`config.mk`:
```
export PLATFORM = sky130hd
export DESIGN_NAME = bitmap_index_allocator_flat
export DESIGN_NICKNAME = d
export VERILOG_FILES = /design/src/design/bia_pkg.sv /design/src/design/bia_if.sv /design/src/design/bia_map_mem.sv /design/src/design/bia_ctrl.sv /design/src/design/bitmap_index_allocator.sv /design/src/flat_wrapper.sv
export VERILOG_INCLUDE_DIRS = /design/src /design/src/design
export SDC_FILE = /design/constraint.sdc
export NUM_CORES = 2
export LEC_CHECK = 0
export ABC_AREA = 1
export BUFFER_PORTS_ARGS = -buffer_cell sky130_fd_sc_hd__buf_2
export CAP_MARGIN = 20
export CORE_ASPECT_RATIO = 1.75
export CORE_MARGIN = 2
export CORE_UTILIZATION = 57
export DETAILED_ROUTE_END_ITERATION = 12
export PLACE_DENSITY = 0.79
export SETUP_SLACK_MARGIN = 0.5
export SYNTH_ARGS = -nofsm -noshare
export SYNTH_HDL_FRONTEND = slang
export SYNTH_SLANG_ARGS = --single-unit
```
`constraint.sdc`:
```
create_clock -name clk_i -period 7.07 [get_ports clk_i]
set_input_delay 1.414 -clock clk_i [delete_from_list [all_inputs] [get_ports clk_i]]
set_output_delay 1.414 -clock clk_i [all_outputs]
set_load 0.05 [all_outputs]
```
`src/design/bitmap_index_allocator_macros.svh`:
```
// Assertion macros shared by the allocator RTL.
`ifndef BITMAP_INDEX_ALLOCATOR_MACROS_SVH
`define BITMAP_INDEX_ALLOCATOR_MACROS_SVH

// Property must hold at every clock edge outside reset.
`define BIA_ASSERT(lbl, clk, rstn, prop) \
  lbl: assert property (@(posedge clk) disable iff (!rstn) prop) \
    else $error("bitmap_index_allocator: assertion failed");

// Condition must never be true outside reset.
`define BIA_ASSERT_NEVER(lbl, clk, rstn, cond) \
  `BIA_ASSERT(lbl, clk, rstn, !(cond))

`endif

```
`src/design/bia_pkg.sv`:
```
// Package: types and constants of the bitmap index allocator.
package bia_pkg;

  localparam int unsigned IDX_W      = 16;
  localparam int unsigned FUNC_W     = 2;
  localparam int unsigned STATUS_W   = 2;
  localparam int unsigned CFG_IDX_W  = 2;
  localparam int unsigned CFG_DATA_W = 16;
  localparam int unsigned WORD_W     = 64;
  localparam int unsigned BIT_W      = 6;

  localparam logic [CFG_IDX_W-1:0] REG_RANGE_LOW  = 2'd0;
  localparam logic [CFG_IDX_W-1:0] REG_RANGE_HIGH = 2'd1;

  localparam logic [IDX_W-1:0] RANGE_LOW_RST  = 16'd0;
  localparam logic [IDX_W-1:0] RANGE_HIGH_RST = 16'd1023;

  typedef enum logic [FUNC_W-1:0] {
    FUNC_ALLOC = 2'd0,
    FUNC_FREE  = 2'd1,
    FUNC_QUERY = 2'd2
  } bia_func_e;

  typedef enum logic [STATUS_W-1:0] {
    STATUS_OK      = 2'd0,
    STATUS_NO_FREE = 2'd1,
    STATUS_RANGE   = 2'd2
  } bia_status_e;

  typedef enum logic [3:0] {
    S_CLEAR,
    S_INIT,
    S_IDLE,
    S_ALLOC,
    S_SCAN,
    S_WRAP,
    S_FREE,
    S_QUERY,
    S_DONE
  } bia_state_e;

  // Effective range after swap and clamp.
  typedef struct packed {
    logic [IDX_W-1:0] lo;
    logic [IDX_W:0]   hi;
    logic [IDX_W-1:0] span_m1;
  } bia_range_t;

endpackage

```
`src/design/bia_if.sv`:
```
// Request and response channel interfaces of the allocator.
interface bia_req_if;
  import bia_pkg::*;
  logic              valid;
  logic              ready;
  logic [FUNC_W-1:0] func;
  logic [IDX_W-1:0]  slot_index;

  modport source (output valid, output func, output slot_index, input ready);
  modport sink   (input valid, input func, input slot_index, output ready);
endinterface

interface bia_rsp_if;
  import bia_pkg::*;
  logic                valid;
  logic                ready;
  logic [IDX_W-1:0]    granted_index;
  logic [STATUS_W-1:0] status;
  logic                is_used;

  modport source (output valid, output granted_index, output status, output is_used,
                  input ready);
  modport sink   (input valid, input granted_index, input status, input is_used,
                  output ready);
endinterface

```
`src/design/bia_map_mem.sv`:
```
// Used-bit map storage: one write port, one registered read port.
`include "bitmap_index_allocator_macros.svh"

module bia_map_mem #(
  parameter int unsigned WORDS = 16,
  parameter int unsigned AW    = 4
) (
  input  logic                       clk_i,
  input  logic                       rst_ni,
  input  logic                       rd_en_i,
  input  logic [AW-1:0]              rd_addr_i,
  output logic [bia_pkg::WORD_W-1:0] rd_data_o,
  input  logic                       we_i,
  input  logic [AW-1:0]              wr_addr_i,
  input  logic [bia_pkg::WORD_W-1:0] wr_data_i
);
  import bia_pkg::*;

  logic [WORD_W-1:0] mem_q [WORDS];
  logic [WORD_W-1:0] rd_data_q;

  always_ff @(posedge clk_i) begin
    if (we_i) begin
      mem_q[wr_addr_i] <= wr_data_i;
    end
  end

  always_ff @(posedge clk_i) begin
    if (rd_en_i) begin
      rd_data_q <= mem_q[rd_addr_i];
    end
  end

  assign rd_data_o = rd_data_q;

  // Controller keeps reads off the word it is writing back.
  `BIA_ASSERT_NEVER(a_no_rw_collision, clk_i, rst_ni, (rd_en_i && we_i && rd_addr_i == wr_addr_i))

endmodule

```
`src/design/bia_ctrl.sv`:
```
// Allocator sequencer: read-modify-write of the map and word-serial free-slot search.
`include "bitmap_index_allocator_macros.svh"

module bia_ctrl #(
  parameter int unsigned WORDS = 16,
  parameter int unsigned AW    = 4
) (
  input  logic                       clk_i,
  input  logic                       rst_ni,
  input  logic                       clear_i,
  input  bia_pkg::bia_range_t        rng_i,
  bia_req_if.sink                    req,
  bia_rsp_if.source                  rsp,
  output logic                       mem_rd_en_o,
  output logic [AW-1:0]              mem_rd_addr_o,
  input  logic [bia_pkg::WORD_W-1:0] mem_rd_data_i,
  output logic                       mem_we_o,
  output logic [AW-1:0]              mem_wr_addr_o,
  output logic [bia_pkg::WORD_W-1:0] mem_wr_data_o
);
  import bia_pkg::*;

  localparam logic [AW-1:0]     LAST_WORD = AW'(WORDS - 1);
  localparam logic [WORD_W-1:0] ONES      = '1;
  localparam logic [WORD_W-1:0] ONE       = WORD_W'(1);

  // Lowest set bit: {hit, position}.
  function automatic logic [BIT_W:0] first_set(input logic [WORD_W-1:0] v);
    logic [BIT_W:0] r;
    r = '0;
    for (int i = WORD_W - 1; i >= 0; i--) begin
      if (v[i]) begin
        r = {1'b1, BIT_W'(i)};
      end
    end
    return r;
  endfunction

  function automatic logic [WORD_W-1:0] span_mask(input logic [AW-1:0]    w,
                                                  input logic [AW-1:0]    lw,
                                                  input logic [BIT_W-1:0] lb);
    logic [WORD_W-1:0] m;
    m = ONES;
    if (w == lw) begin
      m = ONES >> (BIT_W'(WORD_W - 1) - lb);
    end
    return m;
  endfunction

  bia_state_e        state_q, state_d;
  logic [IDX_W-1:0]  hint_q, hint_d;
  logic              full_q, full_d;
  logic [AW-1:0]     sw_q, sw_d;
  logic [BIT_W-1:0]  sb_q, sb_d;
  logic [AW-1:0]     cur_q, cur_d;
  logic [WORD_W-1:0] sword_q, sword_d;
  logic [AW-1:0]     clr_q, clr_d;
  logic [IDX_W-1:0]  res_granted_q, res_granted_d;
  bia_status_e       res_status_q, res_status_d;
  logic              res_used_q, res_used_d;
  logic              out_valid_q, out_valid_d;
  logic [IDX_W-1:0]  out_granted_q, out_granted_d;
  bia_status_e       out_status_q, out_status_d;
  logic              out_used_q, out_used_d;

  logic [AW-1:0]     last_w;
  logic [BIT_W-1:0]  last_b;
  logic [IDX_W-1:0]  start_raw, start_off, req_off;
  logic              in_range, accept;
  logic [WORD_W-1:0] bit_sel, set_word, clr_word, cand_vec;
  logic [AW-1:0]     cand_word, nxt_word;
  logic [BIT_W:0]    fs;
  logic [IDX_W-1:0]  found_hint;

  assign last_w    = rng_i.span_m1[BIT_W +: AW];
  assign last_b    = rng_i.span_m1[BIT_W-1:0];
  assign start_raw = hint_q - rng_i.lo;
  assign start_off = (start_raw > rng_i.span_m1) ? '0 : start_raw;
  assign req_off   = req.slot_index - rng_i.lo;
  assign in_range  = (req.slot_index >= rng_i.lo) && ({1'b0, req.slot_index} <= rng_i.hi);

  assign req.ready = (state_q == S_IDLE) && !clear_i;
  assign accept    = req.valid && req.ready;

  assign bit_sel  = ONE << sb_q;
  assign set_word = mem_rd_data_i | bit_sel;
  assign clr_word = mem_rd_data_i & ~bit_sel;

  // One priority encoder serves the start word, the scanned words and the wrap check.
  always_comb begin
    case (state_q)
      S_ALLOC: begin
        cand_word = sw_q;
        cand_vec  = ~set_word & ((ONES << sb_q) << 1) & span_mask(sw_q, last_w, last_b);
      end
      S_WRAP: begin
        cand_word = sw_q;
        cand_vec  = ~sword_q & ~(ONES << sb_q);
      end
      default: begin
        cand_word = cur_q;
        cand_vec  = ~mem_rd_data_i & span_mask(cur_q, last_w, last_b);
      end
    endcase
  end

  assign fs         = first_set(cand_vec);
  assign nxt_word   = (cand_word == last_w) ? '0 : cand_word + 1'b1;
  assign found_hint = rng_i.lo + IDX_W'({cand_word, fs[BIT_W-1:0]});

  always_comb begin
    state_d       = state_q;
    hint_d        = hint_q;
    full_d        = full_q;
    sw_d          = sw_q;
    sb_d          = sb_q;
    cur_d         = cur_q;
    sword_d       = sword_q;
    clr_d         = clr_q;
    res_granted_d = res_granted_q;
    res_status_d  = res_status_q;
    res_used_d    = res_used_q;
    out_valid_d   = out_valid_q && !rsp.ready;
    out_granted_d = out_granted_q;
    out_status_d  = out_status_q;
    out_used_d    = out_used_q;
    mem_rd_en_o   = 1'b0;
    mem_rd_addr_o = cur_q;
    mem_we_o      = 1'b0;
    mem_wr_addr_o = cur_q;
    mem_wr_data_o = clr_word;

    case (state_q)
      S_CLEAR: begin
        mem_we_o      = 1'b1;
        mem_wr_addr_o = clr_q;
        mem_wr_data_o = '0;
        if (clr_q == LAST_WORD) begin
          state_d = S_INIT;
        end else begin
          clr_d = clr_q + 1'b1;
        end
      end
      S_INIT: begin
        hint_d  = rng_i.lo;
        full_d  = 1'b0;
        state_d = S_IDLE;
      end
      S_IDLE: begin
        if (accept) begin
          res_granted_d = '0;
          res_status_d  = STATUS_OK;
          res_used_d    = 1'b0;
          state_d       = S_DONE;
          case (bia_func_e'(req.func))
            FUNC_ALLOC: begin
              if (full_q) begin
                res_status_d = STATUS_NO_FREE;
              end else begin
                res_granted_d = rng_i.lo + start_off;
                sw_d          = start_off[BIT_W +: AW];
                sb_d          = start_off[BIT_W-1:0];
                mem_rd_en_o   = 1'b1;
                mem_rd_addr_o = start_off[BIT_W +: AW];
                state_d       = S_ALLOC;
              end
            end
            FUNC_FREE: begin
              if (!in_range) begin
                res_status_d = STATUS_RANGE;
              end else begin
                cur_d         = req_off[BIT_W +: AW];
                sb_d          = req_off[BIT_W-1:0];
                mem_rd_en_o   = 1'b1;
                mem_rd_addr_o = req_off[BIT_W +: AW];
                if (req.slot_index < hint_q || full_q) begin
                  hint_d = req.slot_index;
                  full_d = 1'b0;
                end
                state_d = S_FREE;
              end
            end
            FUNC_QUERY: begin
              if (!in_range) begin
                res_status_d = STATUS_RANGE;
              end else begin
                cur_d         = req_off[BIT_W +: AW];
                sb_d          = req_off[BIT_W-1:0];
                mem_rd_en_o   = 1'b1;
                mem_rd_addr_o = req_off[BIT_W +: AW];
                state_d       = S_QUERY;
              end
            end
            default: begin
              res_status_d = STATUS_RANGE;
            end
          endcase
        end
      end
      S_ALLOC, S_SCAN: begin
        if (state_q == S_ALLOC) begin
          mem_we_o      = 1'b1;
          mem_wr_addr_o = sw_q;
          mem_wr_data_o = set_word;
          sword_d       = set_word;
        end
        if (fs[BIT_W]) begin
          hint_d  = found_hint;
          state_d = S_DONE;
        end else if (nxt_word == sw_q) begin
          state_d = S_WRAP;
        end else begin
          mem_rd_en_o   = 1'b1;
          mem_rd_addr_o = nxt_word;
          cur_d         = nxt_word;
          state_d       = S_SCAN;
        end
      end
      S_WRAP: begin
        if (fs[BIT_W]) begin
          hint_d = found_hint;
        end else begin
          full_d = 1'b1;
        end
        state_d = S_DONE;
      end
      S_FREE: begin
        mem_we_o = 1'b1;
        state_d  = S_DONE;
      end
      S_QUERY: begin
        res_used_d = mem_rd_data_i[sb_q];
        state_d    = S_DONE;
      end
      S_DONE: begin
        if (!out_valid_q || rsp.ready) begin
          out_valid_d   = 1'b1;
          out_granted_d = res_granted_q;
          out_status_d  = res_status_q;
          out_used_d    = res_used_q;
          state_d       = S_IDLE;
        end
      end
      default: begin
        state_d = S_IDLE;
      end
    endcase

    if (clear_i) begin
      state_d = S_CLEAR;
      clr_d   = '0;
    end
  end

  always_ff @(posedge clk_i or negedge rst_ni) begin
    if (!rst_ni) begin
      state_q     <= S_CLEAR;
      clr_q       <= '0;
      hint_q      <= '0;
      full_q      <= 1'b0;
      out_valid_q <= 1'b0;
    end else begin
      state_q     <= state_d;
      clr_q       <= clr_d;
      hint_q      <= hint_d;
      full_q      <= full_d;
      out_valid_q <= out_valid_d;
    end
  end

  always_ff @(posedge clk_i) begin
    sw_q          <= sw_d;
    sb_q          <= sb_d;
    cur_q         <= cur_d;
    sword_q       <= sword_d;
    res_granted_q <= res_granted_d;
    res_status_q  <= res_status_d;
    res_used_q    <= res_used_d;
    out_granted_q <= out_granted_d;
    out_status_q  <= out_status_d;
    out_used_q    <= out_used_d;
  end

  assign rsp.valid         = out_valid_q;
  assign rsp.granted_index = out_granted_q;
  assign rsp.status        = out_status_q;
  assign rsp.is_used       = out_used_q;

  `BIA_ASSERT(a_hint_in_range, clk_i, rst_ni, (state_q == S_IDLE) |-> (hint_q >= rng_i.lo && {1'b0, hint_q} <= rng_i.hi))
  `BIA_ASSERT(a_scan_skips_start, clk_i, rst_ni, (state_q == S_SCAN) |-> (cur_q != sw_q))
  `BIA_ASSERT(a_search_not_full, clk_i, rst_ni, (state_q == S_ALLOC || state_q == S_SCAN || state_q == S_WRAP) |-> !full_q)

endmodule

```
`src/design/bitmap_index_allocator.sv`:
```
// Bitmap index allocator: next-fit index allocation over a used-bit map in block RAM.
//
// Hands out indexes in [lo, hi], lo and hi being the smaller and larger of the two
// bound registers, the span clamped to MAX_SLOTS. The used-bit map lives in a RAM of
// ceil(MAX_SLOTS/64) words of 64 bits. Allocate grants the hint, sets its bit, then
// scans forward one map word per cycle (wrapping to lo) for the next free slot, which
// becomes the hint; if none exists the full mark is set. Free clears a bit and pulls
// the hint back to it when it lies below the hint or the map was full. Query returns
// the bit. Allocate reads the start word, writes it back with the bit set, then
// reads further words until it finds a free slot or comes back to the start
// word; free and query read the word, then write it back or test the bit, then
// post the result; errors and allocate-while-full post the result directly.
// The response sits in an output register, so a new request is taken while the
// last response waits. After reset and after each write to a bound register the
// map RAM is swept clear, one word per cycle, and the hint reloaded; all that
// time req_chan.ready stays low. Writes to unused register indexes are ignored.
// Configure only while no request is in flight.
module bitmap_index_allocator #(
  parameter int unsigned MAX_SLOTS = 1024
) (
  input  logic                           clk_i,
  input  logic                           rst_ni,
  input  logic                           cfg_we_i,
  input  logic [bia_pkg::CFG_IDX_W-1:0]  cfg_idx_i,
  input  logic [bia_pkg::CFG_DATA_W-1:0] cfg_wdata_i,
  bia_req_if.sink                        req_chan,
  bia_rsp_if.source                      rsp_chan
);
  import bia_pkg::*;

  localparam int unsigned WORDS  = (MAX_SLOTS + WORD_W - 1) / WORD_W;
  localparam int unsigned AW     = (WORDS > 1) ? $clog2(WORDS) : 1;
  localparam int unsigned SPAN_W = IDX_W + 1;
  localparam logic [SPAN_W-1:0] MAX_SPAN_M1 = SPAN_W'(MAX_SLOTS - 1);

  logic [IDX_W-1:0] range_low_q, range_high_q;
  logic             wr_low, wr_high, clear;
  logic [IDX_W-1:0] lo_min, hi_max, diff, span_m1;
  bia_range_t       rng_d, rng_q;

  logic              mem_rd_en, mem_we;
  logic [AW-1:0]     mem_rd_addr, mem_wr_addr;
  logic [WORD_W-1:0] mem_rd_data, mem_wr_data;

  // Bound registers; any bound write restarts the map clear.
  assign wr_low  = cfg_we_i && (cfg_idx_i == REG_RANGE_LOW);
  assign wr_high = cfg_we_i && (cfg_idx_i == REG_RANGE_HIGH);
  assign clear   = wr_low || wr_high;

  always_ff @(posedge clk_i or negedge rst_ni) begin
    if (!rst_ni) begin
      range_low_q  <= RANGE_LOW_RST;
      range_high_q <= RANGE_HIGH_RST;
    end else begin
      if (wr_low) begin
        range_low_q <= cfg_wdata_i;
      end
      if (wr_high) begin
        range_high_q <= cfg_wdata_i;
      end
    end
  end

  // Swap reversed bounds, clamp span to the map size.
  assign lo_min  = (range_low_q < range_high_q) ? range_low_q : range_high_q;
  assign hi_max  = (range_low_q < range_high_q) ? range_high_q : range_low_q;
  assign diff    = hi_max - lo_min;
  assign span_m1 = ({1'b0, diff} > MAX_SPAN_M1) ? MAX_SPAN_M1[IDX_W-1:0] : diff;

  always_comb begin
    rng_d.lo      = lo_min;
    rng_d.span_m1 = span_m1;
    rng_d.hi      = {1'b0, lo_min} + {1'b0, span_m1};
  end

  // Bounds only move under a clear sweep, so a registered copy is safe.
  always_ff @(posedge clk_i) begin
    rng_q <= rng_d;
  end

  bia_ctrl #(
    .WORDS (WORDS),
    .AW    (AW)
  ) u_ctrl (
    .clk_i         (clk_i),
    .rst_ni        (rst_ni),
    .clear_i       (clear),
    .rng_i         (rng_q),
    .req           (req_chan),
    .rsp           (rsp_chan),
    .mem_rd_en_o   (mem_rd_en),
    .mem_rd_addr_o (mem_rd_addr),
    .mem_rd_data_i (mem_rd_data),
    .mem_we_o      (mem_we),
    .mem_wr_addr_o (mem_wr_addr),
    .mem_wr_data_o (mem_wr_data)
  );

  bia_map_mem #(
    .WORDS (WORDS),
    .AW    (AW)
  ) u_map_mem (
    .clk_i     (clk_i),
    .rst_ni    (rst_ni),
    .rd_en_i   (mem_rd_en),
    .rd_addr_i (mem_rd_addr),
    .rd_data_o (mem_rd_data),
    .we_i      (mem_we),
    .wr_addr_i (mem_wr_addr),
    .wr_data_i (mem_wr_data)
  );

endmodule

```
`src/flat_wrapper.sv`:
```
// flat-port wrapper written by rule: the top's interface ports become plain ports
module bitmap_index_allocator_flat import bia_pkg::*;
#(
  parameter int unsigned MAX_SLOTS = 1024
)
  (clk_i, rst_ni, cfg_we_i, cfg_idx_i, cfg_wdata_i, req_chan_valid, req_chan_func, req_chan_slot_index, req_chan_ready, rsp_chan_valid, rsp_chan_granted_index, rsp_chan_status, rsp_chan_is_used, rsp_chan_ready);
  bia_req_if req_chan_i ();
  bia_rsp_if rsp_chan_i ();
  input  logic clk_i;
  input  logic rst_ni;
  input  logic cfg_we_i;
  input  logic [bia_pkg::CFG_IDX_W-1:0] cfg_idx_i;
  input  logic [bia_pkg::CFG_DATA_W-1:0] cfg_wdata_i;
  input wire logic [$bits(req_chan_i.valid)-1:0] req_chan_valid;
  input wire logic [$bits(req_chan_i.func)-1:0] req_chan_func;
  input wire logic [$bits(req_chan_i.slot_index)-1:0] req_chan_slot_index;
  output wire logic [$bits(req_chan_i.ready)-1:0] req_chan_ready;
  output wire logic [$bits(rsp_chan_i.valid)-1:0] rsp_chan_valid;
  output wire logic [$bits(rsp_chan_i.granted_index)-1:0] rsp_chan_granted_index;
  output wire logic [$bits(rsp_chan_i.status)-1:0] rsp_chan_status;
  output wire logic [$bits(rsp_chan_i.is_used)-1:0] rsp_chan_is_used;
  input wire logic [$bits(rsp_chan_i.ready)-1:0] rsp_chan_ready;
  assign req_chan_i.valid = req_chan_valid;
  assign req_chan_i.func = req_chan_func;
  assign req_chan_i.slot_index = req_chan_slot_index;
  assign req_chan_ready = req_chan_i.ready;
  assign rsp_chan_valid = rsp_chan_i.valid;
  assign rsp_chan_granted_index = rsp_chan_i.granted_index;
  assign rsp_chan_status = rsp_chan_i.status;
  assign rsp_chan_is_used = rsp_chan_i.is_used;
  assign rsp_chan_i.ready = rsp_chan_ready;
  bitmap_index_allocator #(.MAX_SLOTS(MAX_SLOTS)) u_core (.clk_i(clk_i), .rst_ni(rst_ni), .cfg_we_i(cfg_we_i), .cfg_idx_i(cfg_idx_i), .cfg_wdata_i(cfg_wdata_i), .req_chan(req_chan_i), .rsp_chan(rsp_chan_i));
endmodule
```
==> impl_summary.log <==
INFO  metric path_buf_inv = 8
INFO  metric totalWireLength = 229000 microns
INFO  metric placed_cells = 7245
INFO  metric fin_cells = roughly 7600
INFO  metric achievable_freq = 0.141 GHz
INFO  metric synth_most_common_cell = edfxtp_1
INFO  metric cts.hold.buffers_added = 0
INFO  metric grt-busiest-layer = met2
INFO  metric reg2reg_depth = 71
INFO  metric max-slew-margin-rel = between 8 and 9%
INFO  metric synth-async-reset-ratio = 4.43%
INFO  metric synth.avg_cell_area = 11.1 sq um
INFO  metric clkSlewWorstSetupHoldPaths = 0.07 ns
INFO  metric drt-pass1-iter-count = 8
INFO  metric vias = 49200
INFO  metric run_status = finished with violations
INFO  metric path_class = flop to flop
INFO  metric grt_overflow_total = 0
INFO  metric path_delay_family = simple AND/OR/NAND/NOR gates
INFO  metric cts-root-to-sink-buffers = 3
INFO  metric timing.hold.worst_endpoint = u_core.u_ctrl.rsp.granted_index[1]
INFO  metric floorplan.initialDensity = 57.3%
INFO  metric die_span_in_y = 437 microns
INFO  metric synthDominantAreaCellType = edfxtp_1
INFO  metric ys_top_cells_by_area = edfxtp_1 59%, nor2_1 5.2%, o21ai_0 4.5%
INFO  metric first_global_vias = 47100
INFO  metric power_per_cell_area = 532 nW/um^2
INFO  metric buffer_ports.inserted = 61
INFO  metric synth.yosys.warnings = 0
INFO  metric final_antenna_net_count = 0
INFO  metric ys_seq_area_share = 63.1%
INFO  metric crit_slowest_cell = dfxtp_1
INFO  metric finalMaxSlewViolations = 0
INFO  metric max_stage_delay = 0.36 ns
INFO  metric critical_path.endpoint_type = flop
INFO  metric detailed_place.area = ~67000 sq um
INFO  metric rows = roughly 160
INFO  metric postLayoutCellArea = 73500 sq um
INFO  metric route.detailed.vias_per_inst = 6.45
INFO  metric grt_usage = 39.3%
INFO  metric clk_latency = 0.77 ns
INFO  metric critical_path.startpoint_type = flop
INFO  metric timing.final.setup_violations = 2
INFO  metric place_hpwl = 148000 microns
INFO  metric maxCapViolations = 0
INFO  metric drive_above_1_share = between 20% and 30%
INFO  metric synth_seq_cells = approximately 1300
INFO  metric synth.top_cell.area_share = 59.1%
INFO  metric wl_per_cell = 30.0 microns
INFO  metric holdCritPathClass = flop to flop
INFO  metric synth_ff_type = edfxtp_1
INFO  metric worstReg2RegStart = u_core.rng_q[4]
INFO  metric final_min_period_over_clock_period = 101%
INFO  metric clock_tree.htree_level_count = 3
INFO  metric global_routing_met1_resource_utilization = 42.8%
INFO  metric cts_tree = built
INFO  metric post-route-drc-count = 0
INFO  metric failed_checks = setup timing
INFO  metric antenna_found_initial = 18
INFO  metric count_of_pins_on_the_block_boundary = between 60 and 70
INFO  metric r2r_setup_slack = -0.05 ns
INFO  metric rsz0062_at_grt = true
INFO  metric synth_enable_flop_cells = 1203
INFO  metric placeableCoreArea = 107000 sq um
INFO  metric leakagePower = 28.1 nW
INFO  metric holdWs = 0.411 ns
INFO  metric worstHoldPathCells = 0
INFO  metric gate_count_after_technology_mapping = around 5500
INFO  metric timing.rr.end = u_core.u_ctrl.hint_q[14]
INFO  metric clock_sinks = 1310
INFO  metric netlist-cell-type-count = 80
INFO  metric globalplace.congestion = 1.10
INFO  metric nets = 6346
INFO  metric critical_path_depth = 71
INFO  metric dr.first_iter.drc_count = 6208
INFO  metric grtUsageMet3 = 6.74%
INFO  metric dp_slack = -0.213 ns
INFO  metric crit_top_cell = nand2_1
INFO  metric worst_clock_skew = around 0.033 ns
INFO  metric timing_worst_slew_pin_value = 1.37 ns
INFO  metric worstPathMaxFanout = 19
INFO  metric synthToLayoutAreaGrowth = 20.2%
INFO  metric final_hold_viol_count = 0
INFO  metric finalWorstPathRequiredPeriod = 7.12 ns
INFO  metric vdd_ir_drop_max = 0.000437 V
INFO  metric tritoncts.num_buffers = 111
INFO  metric met2_usage = 66.5%
INFO  metric cp_data_required_time = 7.74 ns
INFO  metric critPathArrivalTime = 7.79 ns
INFO  metric total_die_area = 110000 sq um
INFO  metric grt_first_pass_wirelength = 310000 microns
INFO  metric pin_count_of_the_biggest_net_entering_global_routing = 94
INFO  metric min_from = u_core.u_ctrl.res_granted_q[1]
INFO  metric syn_area = 61200 sq um
INFO  metric netlist_top_cells_count = 1203 x edfxtp_1, 855 x nor2_1, 609 x nand2_1
INFO  metric cts-root-buf = clkbuf_16
INFO  metric worst_setup_margin = -0.0474 ns
INFO  metric die_width = ~250 microns
-- kinds of logic (layout without fill, tap and decap cells) --
kind of cell / after synthesis / count (layout) / synth area share, %
AND/OR/NAND/NOR: 1727 / 1727 / 11.5
other: 1 / 19 / 0.00613
multiplexers: 128 / 128 / 2.09
buffers and inverters: 736 / 1449 / 5.13
AO/OA/AOI/OAI: 1426 / 1426 / 14.4
XOR/XNOR: 56 / 56 / 0.802
adder cells (fa/ha/maj): 145 / 145 / 3.03
flip-flops: 1310 / 1310 / 63.1
-- cell type report --
cell class              count  area (sq um)
inverters                 448          1750
flip-flops and latches   1310         38600
clock inverters            72           742
repair inverters            1          11.3
well taps                1368          1710
fillers                  7583         33300
multi-input cells        3494         20500
clock buffers             134          2920
diodes                      7          17.5
repair buffers            794          7300
-- registers in the layout, indices dropped and copies added, names as in the netlist, 6 cells and up --
signal                           count
u_core.u_ctrl.rsp.granted_index     16
u_core.u_ctrl.sword_q               63
u_core.range_high_q                 16
u_core.u_map_mem.rd_data_o          64
u_core.u_ctrl.res_granted_q         16
u_core.u_map_mem.mem_q            1024
u_core.rng_q                        49
u_core.range_low_q                  16
u_core.u_ctrl.hint_q                16
u_core.u_ctrl.sb_q                   6
-- per-layer routing --
layer	up-vias	wire length, microns
li1	21300	-
met1	23700	73700
met2	3178	112000
met3	968	19800
met4	10	23000
met5	-	66
-- layout by cell type (no fill, tap or decap), types with 93 or more instances in the layout --
| master | n |
|---|---|
| o21ai_1 | 150 |
| o21ai_0 | 497 |
| o221ai_1 | 122 |
| inv_1 | 402 |
| a21oi_1 | 189 |
| buf_4 | 573 |
| nor2_1 | 808 |
| edfxtp_1 | 1203 |
| nand2_1 | 572 |
| ha_1 | 130 |
| clkbuf_16 | 131 |
| nand3_1 | 93 |
| mux2i_1 | 128 |
-- power by group --
group | internal [W] | switching [W] | total (W)
Sequential | 0.0114 | 0.000594 | 0.0120
Clock | 0.00337 | 0.00288 | 0.00625
Combinational | 0.00723 | 0.0136 | 0.0208
-- worst max path at each step --
stage	start	end	slack [ns]
3_5_place_dp	u_core.u_ctrl.state_q[2]	u_core.u_ctrl.hint_q[15]	-0.21
5_1_grt	u_core.u_ctrl.state_q[2]	u_core.u_ctrl.hint_q[15]	-0.90
4_1_cts	u_core.u_ctrl.sb_q[0]	u_core.u_ctrl.hint_q[14]	0.11
3_3_place_gp	u_core.u_ctrl.sb_q[0]	u_core.u_ctrl.hint_q[15]	-0.21
2_1_floorplan	u_core.u_ctrl.sb_q[0]	u_core.u_ctrl.hint_q[15]	1.01
6_report	u_core.rng_q[4]	u_core.u_ctrl.hint_q[14]	-0.05
-- stage by stage --
| step | TNS, ns | util, % | power [W] |
|---|---|---|---|
| after floorplan | 0 | - | 0.0230 |
| after global placement | -0.587 | 62.6 | 0.0292 |
| after detailed placement | -0.604 | 62.6 | 0.0297 |
| after CTS | 0 | 66.7 | 0.0361 |
| after global routing | -5.84 | 68.8 | 0.0408 |
| final | -0.0816 | 68.8 | 0.0391 |
-- repair_timing --
action	4_1_cts	5_1_grt
pin swaps	21	91
resized for setup	67	296
gates cloned	0	27
endpoints found under the setup margin	77	110
buffers inserted	63	67
Note: power is estimated with default switching activity, not from simulation.
